## config.mk

```make
export PLATFORM = sky130hd
export DESIGN_NAME = dma_chain_tag_channel
export DESIGN_NICKNAME = d
export VERILOG_FILES = /design/src/dct_pkg.sv /design/src/dct_engine.sv /design/src/dma_chain_tag_channel.sv
export SDC_FILE = /design/constraint.sdc
export NUM_CORES = 1
export LEC_CHECK = 0
export ABC_AREA = 1
export BUFFER_PORTS_ARGS = -buffer_cell sky130_fd_sc_hd__clkbuf_2
export CORE_MARGIN = 5
export CORE_UTILIZATION = 30
export CTS_CLUSTER_SIZE = 16
export DETAILED_ROUTE_END_ITERATION = 8
export GPL_TIMING_DRIVEN = 0
export MAX_ROUTING_LAYER = met4
export PLACE_DENSITY = 0.51
export SYNTH_ARGS = -nofsm -noshare
export SYNTH_HDL_FRONTEND = slang
export SYNTH_SLANG_ARGS = --single-unit
```

## constraint.sdc

```tcl
create_clock -name clk -period 6.49 [get_ports clk]
set_input_delay 0.3245 -clock clk [delete_from_list [all_inputs] [get_ports clk]]
set_output_delay 0.3245 -clock clk [all_outputs]
set_load 0.005 [all_outputs]
```

## src/dct_pkg.sv

```systemverilog
`default_nettype none

package dct_pkg;

    // Chain mode is built in; at 0 chain starts halt like normal mode.
    localparam logic CHAIN_CAPABLE = 1'b1;

    localparam int START_BIT  = 8;
    localparam int IRQ_BIT    = 31;
    localparam int QW_SHIFT   = 4;      // 16 bytes per quadword

    typedef enum logic {
        OP_REG_WRITE = 1'b0,
        OP_TAG_WORD  = 1'b1
    } op_t;

    typedef enum logic [1:0] {
        REG_CONTROL  = 2'd0,
        REG_MEM_ADDR = 2'd1,
        REG_COUNT    = 2'd2,
        REG_TAG_ADDR = 2'd3
    } reg_sel_t;

    typedef enum logic [1:0] {
        MODE_NORMAL     = 2'd0,
        MODE_CHAIN      = 2'd1,
        MODE_INTERLEAVE = 2'd2,
        MODE_RESERVED   = 2'd3
    } mode_t;

    localparam logic [2:0] ID_CNTS = 3'd0;
    localparam logic [2:0] ID_CNT  = 3'd1;
    localparam logic [2:0] ID_END  = 3'd7;

    typedef struct packed {
        op_t         operation;
        reg_sel_t    reg_select;
        logic [31:0] write_data;
        logic [31:0] tag_word;
    } item_t;

    typedef struct packed {
        logic        xfer_valid;
        logic [31:0] xfer_addr;
        logic [15:0] xfer_qwc;
        logic        fetch_valid;
        logic [31:0] fetch_addr;
        logic        irq;
        logic        running;
        logic [31:0] stall_addr;
    } result_t;

    typedef struct packed {
        logic [31:0] control;
        logic [31:0] mem_addr;
        logic [15:0] quad_count;
        logic [31:0] tag_addr;
        logic [31:0] stall_address;
        logic        busy;
    } chan_state_t;

endpackage

`default_nettype wire

```

## src/dct_engine.sv

```systemverilog
`default_nettype none

module dct_engine
    import dct_pkg::*;
(
    input  var chan_state_t state,
    input  var item_t       item,
    output chan_state_t     state_next,
    output result_t         result_next
);

    logic [15:0] tag_qwc;
    logic [31:0] body_addr;
    logic [31:0] next_tag_addr;
    logic [2:0]  tag_id;
    logic        tag_ok;
    logic        tag_taken;

    assign tag_qwc       = item.tag_word[15:0];
    assign tag_id        = item.tag_word[30:28];
    assign body_addr     = state.tag_addr + 32'd16;
    assign next_tag_addr = body_addr + {12'd0, tag_qwc, {QW_SHIFT{1'b0}}};
    assign tag_taken     = state.busy && CHAIN_CAPABLE
                           && (mode_t'(state.control[3:2]) == MODE_CHAIN);

    always_comb
    begin
        state_next  = state;
        result_next = '0;
        tag_ok      = 1'b0;

        unique case (item.operation)
            OP_REG_WRITE:
            begin
                unique case (item.reg_select)
                    REG_CONTROL:
                    begin
                        state_next.control = item.write_data;
                        if (item.write_data[START_BIT])
                        begin
                            if (!state.busy)
                            begin
                                state_next.busy = 1'b1;
                                unique case (mode_t'(item.write_data[3:2]))
                                    MODE_NORMAL, MODE_INTERLEAVE:
                                    begin
                                        state_next.busy = 1'b0;
                                        state_next.control[START_BIT] = 1'b0;
                                    end
                                    MODE_CHAIN:
                                    begin
                                        if (CHAIN_CAPABLE)
                                        begin
                                            // initial transfer goes out even at zero count
                                            result_next.xfer_valid  = 1'b1;
                                            result_next.xfer_addr   = state.mem_addr;
                                            result_next.xfer_qwc    = state.quad_count;
                                            result_next.fetch_valid = 1'b1;
                                            result_next.fetch_addr  = state.tag_addr;
                                        end
                                        else
                                        begin
                                            state_next.busy = 1'b0;
                                            state_next.control[START_BIT] = 1'b0;
                                        end
                                    end
                                    default:
                                    begin
                                        // reserved mode: sits busy until stopped
                                    end
                                endcase
                            end
                        end
                        else if (state.busy)
                        begin
                            state_next.busy = 1'b0;
                            state_next.control[START_BIT] = 1'b0;
                        end
                    end
                    REG_MEM_ADDR: state_next.mem_addr   = item.write_data;
                    REG_COUNT:    state_next.quad_count = item.write_data[15:0];
                    default:      state_next.tag_addr   = item.write_data;
                endcase
            end
            default:
            begin
                if (tag_taken)
                begin
                    state_next.quad_count = tag_qwc;
                    state_next.control    = {item.tag_word[31:16], state.control[15:0]};
                    tag_ok                = 1'b1;
                    case (tag_id)
                        ID_CNTS, ID_CNT:
                        begin
                            state_next.mem_addr = body_addr;
                            state_next.tag_addr = next_tag_addr;
                            if (tag_id == ID_CNTS)
                            begin
                                state_next.stall_address = next_tag_addr;
                            end
                        end
                        ID_END:
                        begin
                            state_next.mem_addr = body_addr;
                            state_next.busy = 1'b0;
                            state_next.control[START_BIT] = 1'b0;
                        end
                        default:
                        begin
                            // unknown id aborts the chain
                            state_next.busy = 1'b0;
                            state_next.control[START_BIT] = 1'b0;
                            tag_ok = 1'b0;
                        end
                    endcase
                    if (tag_ok)
                    begin
                        if (tag_qwc != 16'd0)
                        begin
                            result_next.xfer_valid = 1'b1;
                            result_next.xfer_addr  = state_next.mem_addr;
                            result_next.xfer_qwc   = tag_qwc;
                        end
                        result_next.irq = item.tag_word[IRQ_BIT];
                        if (state_next.control[START_BIT])
                        begin
                            result_next.fetch_valid = 1'b1;
                            result_next.fetch_addr  = state_next.tag_addr;
                        end
                    end
                end
            end
        endcase

        result_next.running    = state_next.busy;
        result_next.stall_addr = state_next.stall_address;
    end

endmodule

`default_nettype wire

```

## src/dma_chain_tag_channel.sv

```systemverilog
`default_nettype none

// Channel    Signals                                  Moves
// item       item_valid / item_ready / item           register write or tag word
// result     result_valid / result_ready / result     transfer, fetch, irq, status
//
// One item per cycle while results are taken; its result shows in the cycle after the transfer.
// The channel registers and the result register update on the same edge,
// so back-to-back items see each other's state with no bubble.
// Reset clears every channel register and drops result_valid.
// A stalled result holds; item_ready stays high while the result is taken.

module dma_chain_tag_channel
    import dct_pkg::*;
(
    input  var logic    clk,
    input  var logic    rst_n,
    input  var logic    item_valid,
    output logic        item_ready,
    input  var item_t   item,
    output logic        result_valid,
    input  var logic    result_ready,
    output result_t     result
);

    chan_state_t state_reg;
    chan_state_t state_next;
    result_t     result_reg;
    result_t     result_next;
    logic        result_valid_reg;
    logic        accept;

    assign item_ready   = !result_valid_reg || result_ready;
    assign accept       = item_valid && item_ready;
    assign result_valid = result_valid_reg;
    assign result       = result_reg;

    dct_engine u_engine (
        .state       (state_reg),
        .item        (item),
        .state_next  (state_next),
        .result_next (result_next)
    );

    always_ff @(posedge clk or negedge rst_n)
    begin
        if (!rst_n)
        begin
            state_reg        <= '0;
            result_valid_reg <= 1'b0;
        end
        else
        begin
            if (accept)
            begin
                state_reg <= state_next;
            end
            if (accept)
            begin
                result_valid_reg <= 1'b1;
            end
            else if (result_ready)
            begin
                result_valid_reg <= 1'b0;
            end
        end
    end

    always_ff @(posedge clk)
    begin
        if (accept)
        begin
            result_reg <= result_next;
        end
    end

endmodule

`default_nettype wire

```

# Word-level counts from Yosys, hierarchy flattened
# Index checks and enable logic that the tools add are counted.
# classes
n_eq_ne,9
bitwise,1
n_mux,33
reduce_logical,22
n_addsub,2
# op_table
op,count
$mux 82,5
$mux 83,2
$mux 32,5
$mux 122,1
$mux 89,1
$mux 64,1
$mux 49,1
$mux 33,1
$add 32x20->32,1
$add 32x5->32 const B,1
$reduce_and 3->1,6
$mux 16,1
$reduce_bool 16->1,1
$mux 1,14
$mux 9,1
$reduce_bool 2->1,4
$eq 2x1->1 const B,3
$reduce_or 3->1,2
$eq 2x2->1 const B,2
$logic_not 2->1,2
$ne 2x1->1 const B,2
$reduce_or 2->1,2
$eq 3x1->1 const B,1
$eq 3x3->1 const B,1
other kinds (5),6
# totals
elab_cells,83
in_bits,71
reg_bits,235

# Depth between registers and ports, before layout
# Gate-level depths: netlist (run 1).
# depth
depth_word,9
depth_mapped,22
ltp_nobuf,21

# Cells and area by module
# A second synthesis (run 1) with hierarchy kept.
# hier_totals
hier_cells,2085
hier_area_um2,15648.8
# by_module_without_submodules
module,seq_area_each_um2,instances,cells_each,area_per_inst_um2
dma_chain_tag_channel,7136.8,1,750,9208.8
dct_engine,0.0,1,1335,6439.9

# Least setup slack after synthesis (run 1)
# Ideal clock, no wire load.
# synth_timing
kind,flip-flop to flip-flop
from,"register result_valid_reg, in the netlist result_valid"
to,register result_reg (netlist bit result[0]) (enable)
period_less_slack_ps,4956
arrival_ps,4431
setup_slack_ps,1534
setup_ps,525
stages_incl_launch_ff,6
path_cell_list,dfrtp_1 nand2_1 nand2_1 inv_1 clkbuf_1 buf_1
# synth_between
elab_chain_len,3
# synth_lines
element,line_no,text
start: declaration,dma_chain_tag_channel.sv:30,logic result_valid_reg;
start signal: assignment,dma_chain_tag_channel.sv:50,result_valid_reg <= 1'b0;
start signal: assignment,dma_chain_tag_channel.sv:60,result_valid_reg <= 1'b1;
start signal: assignment,dma_chain_tag_channel.sv:64,result_valid_reg <= 1'b0;
$logic_not 1->1,dma_chain_tag_channel.sv:33,assign item_ready = !result_valid_reg || result_ready;
$logic_or 1x1->1,dma_chain_tag_channel.sv:33,
named net item_ready,dma_chain_tag_channel.sv:19,"output logic item_ready,"
$logic_and 1x1->1,dma_chain_tag_channel.sv:34,assign accept = item_valid && item_ready;
named net accept,dma_chain_tag_channel.sv:31,logic accept;
end signal: assignment,dma_chain_tag_channel.sv:73,result_reg <= result_next;
end: declaration,dma_chain_tag_channel.sv:28,result_t result_reg;
# The timed path passes the listed nets, and every way through them passes these cells.
# A chain may end at the register's enable or synchronous reset.

==> results of run 1 <==
[power by group through the flow]
| stage | Sequential, mW | Combinational (mW) | Clock (mW) |
|---|---|---|---|
| floorplan | 1.99 | 0.919 | 0 |
| global placement | 2.04 | 1.43 | 0 |
| detailed placement | 2.03 | 1.45 | 0 |
| CTS | 2.00 | 1.46 | 1.55 |
| global route | 2.03 | 1.62 | 1.62 |
| finish | 2.01 | 1.47 | 1.52 |
[cell type report]
type                       instances  area [um2]  area share
tap                              532         666      0.0449
buffer                            51         218      0.0147
clock buffer                      36         739      0.0499
clock inverter                    13         120     0.00810
timing repair buffer             181         987      0.0666
multi-input combinational        960        5040       0.340
inverter                         171         644      0.0434
antenna                            3        7.51    0.000506
sequential                       233        6410       0.432
[through the flow]
step	worst slack, ns	total power, mW	cells	hold WS, ns	instance area, um2
global placement	-0.723	3.47	2123	0.454	13900
detailed placement	2.36	3.48	2127	0.278	14000
finish	2.31	5.00	2180	0.0716	14800
global route	2.15	5.27	2180	0.0941	14800
CTS	2.33	5.02	2177	0.0528	14800
floorplan	1.53	2.91	1415	0.0289	12300
[cell usage in the layout (no fill, tap or decap), types with 6 or more instances in the layout]
cell / Yosys / final
xnor2_1: 6 / 6
nand2_2: 19 / 19
clkinv_1: 2 / 6
edfxtp_1: 116 / 116
dfrtp_1: 117 / 117
clkbuf_1: 36 / 42
nand4_1: 7 / 7
nor2_4: 7 / 7
nand2_4: 6 / 6
inv_2: 10 / 10
nand2_1: 375 / 375
mux2_2: 16 / 16
nor2_2: 17 / 17
buf_2: 5 / 6
o211ai_1: 7 / 7
inv_1: 158 / 158
clkbuf_2: 0 / 175
o22ai_1: 52 / 52
o21ai_1: 25 / 25
clkbuf_16: 0 / 27
nor2_1: 84 / 84
xor2_1: 24 / 24
a21oi_1: 46 / 46
o21ai_0: 128 / 128
ha_1: 20 / 20
nand3_1: 58 / 58
or2_2: 11 / 11
[cell families after synthesis]
family	Yosys count	share of synthesized area
flops	233	0.521
buf+inv	222	0.0699
simple gates	598	0.213
mux	16	0.0146
fa+ha+maj	21	0.0220
compound gates	292	0.134
xor+xnor	33	0.0253
[timing repair]
item	4_1_cts	5_1_grt
endpoints found under the hold margin	37	0
hold buffers	1	0
setup buffers	0	0
[worst min path at each step]
| stage | cells after the start | start | slack [ns] | end |
|---|---|---|---|---|
| floorplan | 0 | rst_n | 0.03 | result_valid$_DFFE_PN0P_ |
| global placement | 2 | state_reg[22]$_DFFE_PN0P_ | 0.45 | state_reg[22]$_DFFE_PN0P_ |
| detailed placement | 1 | rst_n | 0.28 | state_reg[14]$_DFFE_PN0P_ |
| CTS | 4 | result_ready | 0.05 | result_valid$_DFFE_PN0P_ |
| global route | 4 | result_ready | 0.09 | result_valid$_DFFE_PN0P_ |
| finish | 4 | result_ready | 0.07 | result_valid$_DFFE_PN0P_ |
[worst register-to-register path: cells and delay by family, from the launching register on]
family | cells | cell delay [ns]
buffers and inverters | 1 | 0.12
AND/OR/NAND/NOR | 8 | 1.10
flip-flops | 1 | 0.44
adder cells (fa/ha/maj) | 2 | 0.65
AO/OA/AOI/OAI | 2 | 0.76
XOR/XNOR | 2 | 0.81
[routing by layer]
layer / vias up / track usage
li1: 5129 / -
met1: 5252 / 0.286
met2: 424 / 0.314
met3: 80 / 0.0314
met4: 0 / 0.0622
met5: - / -
==> metrics.yaml, run 1 <==
outcome: "complete, no violations"
clock_path_buffers: 3
portBuffers: 176
dr_wl_met3_mm: 3.33
yosys.cell_count.top_type: "nand2_1"
synth.top_cells.by_area: "edfxtp_1 28%, dfrtp_1 24%, nand2_1 11%"
cp-endpoint: "result[54]$_DFFE_PP_"
final.period_utilization: 0.645
area_growth_syn_to_layout_pct: 20.5
ys_seq_area_frac: 0.521
antenna_found_initial: 3
power_density_mw_per_mm2: 337
fp.dieH_um: 213
synth_cells: 1415
root_buffer: "clkbuf_16"
ys_ff_latch: 233
grt_max_degree: 81
gr-usage-all-layers: 0.206
switching_share: 0.369
syn_avg_cell_area_um2: 8.70
crit_path_max_fanout: 5
final_util: 0.364
dr.max_layer_used: "met4"
setup_viol: 0
leakagePower_nw: 6.71
hold_path.class: "in2reg"
slew_headroom: 0.461
p_comb_frac: 0.294
die_x_um: 213
clk_latency_ns: 0.55
rows: 74
routed_via_density: 4.99
synth-edff-count: 116
wl_per_cell_um: 21.1
yosysTopAreaCell: "edfxtp_1"
tightest_slew_ns: 0.809
drt_iter0_markers: 952
synth_nets: 1507
wl_met1_mm: 20.8
drive_above_1_share: 0.200
path_depth: 15
first_global_vias: 10800
io-pin-count: 189
vias: 10900
die_area_mm2: 0.0452
r2r_slack_ns: 2.31
nNetsFinal: 1717
reg2reg_depth: 15
initial_core_util: 0.302
met2_length_mm: 20.5
grt_pass1_wl_mm: 68.3
period_needed_ns: 4.18
synth_ff_type: "dfrtp_1"
peakVddDrop_mv: 0.152
grt-ovfl-total: 0
synthTopCellsByCount: "375 x nand2_1, 158 x inv_1, 128 x o21ai_0, 117 x dfrtp_1, 116 x edfxtp_1"
antenna_left: 0
async_reset_ff_frac: 0.502
critical-path-slowest-cell: "o21ai_1"
routed_wl_mm: 46.1
p_seq_frac: 0.402
cp_cell_sequence: "ha_1 -> nand2_2 -> nor2_4 -> nand2_4 -> nor2_8 -> nand3_1 -> xor2_1 -> inv_1 -> ha_1 -> nand2_1 -> nor2_1 -> nand4_1 -> o21ai_1 -> xor2_1 -> o22ai_1"
core_mm2: 0.0407
pwr-share-clk: 0.304
critPathTopFamily: "simple AND/OR/NAND/NOR gates"
first_pass_iters: 5
rsz0062_at_grt: "false"
drv_slew: 0
clk_pin_slew_ns: 0.06
crit_path_end_kind: "register"
maxCapViolations: 0
fillCellCount: 4274
p_int_mw: 3.15
finClkSkew_ns: 0.0153
cp-startpoint: "state_reg[37]$_DFFE_PN0P_"
timing.rr.end: "result[54]$_DFFE_PP_"
synth_warnings: 0
route.detailed.drc: 0
ctsResizeCount: 0
synth_cell_type_count: 52
clock_sinks: 233
path_class: "reg2reg"
dp_hpwl_mm: 35.8
cp-start-kind: "register"
synthDominantCellAreaShare: 0.283
required_ns: 6.72
setup_tns_ns: 0
max_freq_mhz: 239
cp_num_buf_inv: 1
max_stage_delay_ns: 0.51
globalplace.congestion: 0.955
tritoncts: "done"
switching_power_mw: 1.84
finalHoldViolations: 0
cts_made_buffers: 27
h-tree-depth: 1
synthesis.area_mm2: 0.0123
critPathArrivalTime_ns: 4.41
timing.rr.start: "state_reg[37]$_DFFE_PN0P_"
(Power assumes the default switching activity.)
==> inputs of run 2 (changes only) <==
- clock period: 6.49 -> 4.1 ns (I/O delays scaled with it)
==> run 2 against run 1 <==
Against the previous run:
- worst setup slack got worse by 2.1 ns
- routed wire length decreased by 0.83%
- sequential power increased by 59%
- combinational power increased by 58%
- sequential share of layout area decreased by 0.83 points
- global-route usage about the same
- die area unchanged
- maximum frequency increased by 7.0%
- sequential cell count unchanged
==> metrics.yaml, run 2 (same netlist as run 1, synthesis figures left out) <==
crit_path_max_fanout: 6  # +1
power_density_mw_per_mm2: 547  # +62%
drv_slew: 0  # unchanged
grt_pass1_wl_mm: 68.1  # -0.31%
setup_tns_ns: 0  # unchanged
grt_max_degree: 78  # -3.7%
tritoncts: "done"
setup_ws_ns: 0.192  # -2.11 ns
gr-usage-all-layers: 0.206  # about the same
final_common_cell: "nand2_1"
dp_hpwl_mm: 35.3  # -1.6%
clock_path_buffers: 3  # unchanged
finClkSkew_ns: 0.0116  # -0.00377 ns
core_mm2: 0.0407  # unchanged
h-tree-depth: 1  # unchanged
wl_per_cell_um: 20.8  # -1.5%
final_cells: 2194  # +0.64%
cp_num_buf_inv: 2  # +1
outcome: "complete, no violations"
io-pin-count: 189  # unchanged
tightest_slew_ns: 0.906  # +0.0965 ns
die_x_um: 213  # unchanged
first_pass_iters: 5  # unchanged
critPathMostFrequentCell: "nand2_1"
dp_slack_ns: -0.0517  # -2.41 ns
vias: 10800  # -0.39%
peakVddDrop_mv: 0.264  # +73%
drt_iter0_markers: 1000  # +5.0%
cp-start-kind: "register"
hold_path.class: "in2reg"
first_global_vias: 10700  # -0.86%
initial_core_util: 0.302  # unchanged
crit_path_end_kind: "register"
path_class: "reg2reg"
setup_viol: 0  # unchanged
die_area_mm2: 0.0452  # unchanged
dp_cells: 2125  # -0.094%
final.period_utilization: 0.953  # +0.309
period_needed_ns: 3.91  # -0.275 ns
cts_made_buffers: 28  # +3.7%
rsz0062_at_grt: "true"
root_buffer: "clkbuf_16"
critPathArrivalTime_ns: 4.22  # -0.19 ns
fillCellCount: 4217  # -1.3%
route.detailed.drc: 0  # unchanged
antenna_left: 0  # unchanged
globalplace.congestion: 0.975  # +2.1%
final_area_mm2: 0.0151  # +2.0%
routed_wl_mm: 45.7  # -0.83%
portBuffers: 176  # unchanged
routed_via_density: 4.94  # -1.0%
finalHoldViolations: 0  # unchanged
fp.dieH_um: 213  # unchanged
critPathTopFamily: "simple AND/OR/NAND/NOR gates"
place_area_mm2: 0.0139  # -0.19%
drive_above_1_share: 0.207  # +0.00688
leakagePower_nw: 6.83  # +1.8%
critical-path-slowest-cell: "dfrtp_1"
worstHoldStart: "item[61]"
slew_headroom: 0.396  # -0.0643
grt-ovfl-total: 0  # unchanged
rows: 74  # unchanged
area_growth_syn_to_layout_pct: 22.8
required_ns: 4.41  # -2.31 ns
antenna_found_initial: 2  # -1
clk_latency_ns: 0.56  # about the same
cp-startpoint: "state_reg[37]$_DFFE_PN0P_"
cp_cell_sequence: "ha_1 -> nand2_2 -> nor2_4 -> nand2_4 -> nor2_8 -> xor2_1 -> inv_1 -> ha_1 -> nand2_1 -> nor2_1 -> nand4_1 -> o21ai_2 -> nand2_1 -> nand2_4 -> nand3b_1 -> nand2_1 -> nand2_1 -> nand2_1 -> inv_1"
max_freq_mhz: 256  # +7.0%
clk_pin_slew_ns: 0.06  # about the same
layout_common_cells: "375 x nand2_1, 175 x clkbuf_2, 158 x inv_1"
max_stage_delay_ns: 0.45  # -0.06 ns
nNetsFinal: 1728  # +0.64%
maxCapViolations: 0  # unchanged
final_util: 0.371  # +0.00712
timing.rr.start: "state_reg[37]$_DFFE_PN0P_"
clock_sinks: 233  # unchanged
==> run 2: changes by cell type in the layout (fill, tap and decap cells not counted), sizes merged <==
cell / previous run / this run
dlygate4sd3: 1 / 12
bufinv: 2 / 6
clkbuf: 248 / 244
inv: 169 / 171
buf: 19 / 18
clkinvlp: 1 / 2
diode: 3 / 4
==> run 2: cell type report <==
class	count	area, um2	share of cell area
Antenna cell	4	10.0	0.000662
Buffer	51	224	0.0148
Clock buffer	32	747	0.0494
Clock inverter	20	275	0.0182
Inverter	171	644	0.0426
Multi-Input combinational cell	960	5070	0.335
Sequential cell	233	6410	0.424
Tap cell	532	666	0.0440
Timing Repair Buffer	191	1070	0.0709
==> run 2: final timing paths <==
kind / to / slack [ns] / cells after the start
worst max-delay path: result[27]$_DFFE_PP_ / 0.19 / 19
worst min-delay path: state_reg[110]$_DFFE_PN0P_ / 0.03 / 5
worst max register to register: result[27]$_DFFE_PP_ / 0.19 / 19
worst min register to register: state_reg[32]$_DFFE_PN0P_ / 0.47 / 2
max in group asynchronous: state_reg[105]$_DFFE_PN0P_ / 3.20 / 3
min in group asynchronous: state_reg[14]$_DFFE_PN0P_ / 0.15 / 2
==> run 2: layer usage <==
| metal | vias to the layer above | share of wire | track usage | wire length, um |
|---|---|---|---|---|
| met1 | 5195 | 0.45 | 0.288 | 20800 |
| li1 | 5162 | - | - | - |
| met2 | 424 | 0.45 | 0.316 | 20500 |
| met3 | 62 | 0.076 | 0.0336 | 3460 |
| met4 | 0 | 0.022 | 0.0490 | 1000 |
| met5 | - | 0 | - | 0 |
==> run 2: metrics by stage <==
stage | hold WS, ns | power [mW]
final | 0.0345 | 8.26
after global routing | 0.0478 | 8.73
after CTS | 0.00670 | 8.29
after detailed placement | 0.194 | 5.46
after global placement | 0.454 | 5.45
after floorplan | -0.0906 | 4.60
==> run 2: repair_timing <==
action                                 CTS  global route
hold buffers                            12             0
resized for setup                        1             6
cloned                                   0             0
pin swaps                                0             1
endpoints found under the hold margin   57             0
setup buffers                            0             1
setup endpoints to repair                2            29
==> run 2: worst reg2reg max path, stage by stage (launching register included) <==
cell      delay, ns
dfrtp_1        0.45
ha_1           0.29
nand2_2        0.09
nor2_4         0.21
nand2_4        0.13
nor2_8         0.15
xor2_1         0.43
inv_1          0.14
ha_1           0.40
nand2_1        0.08
nor2_1         0.14
nand4_1        0.11
o21ai_2        0.29
nand2_1        0.15
nand2_4        0.14
nand3b_1       0.12
nand2_1        0.14
nand2_1        0.08
nand2_1        0.08
inv_1          0.04
==> run 2: power breakdown <==
part           switching (mW)  internal [mW]  total [mW]
clock network            1.07           1.69        2.76
logic                    1.59          0.726        2.32
registers               0.294           2.89        3.19
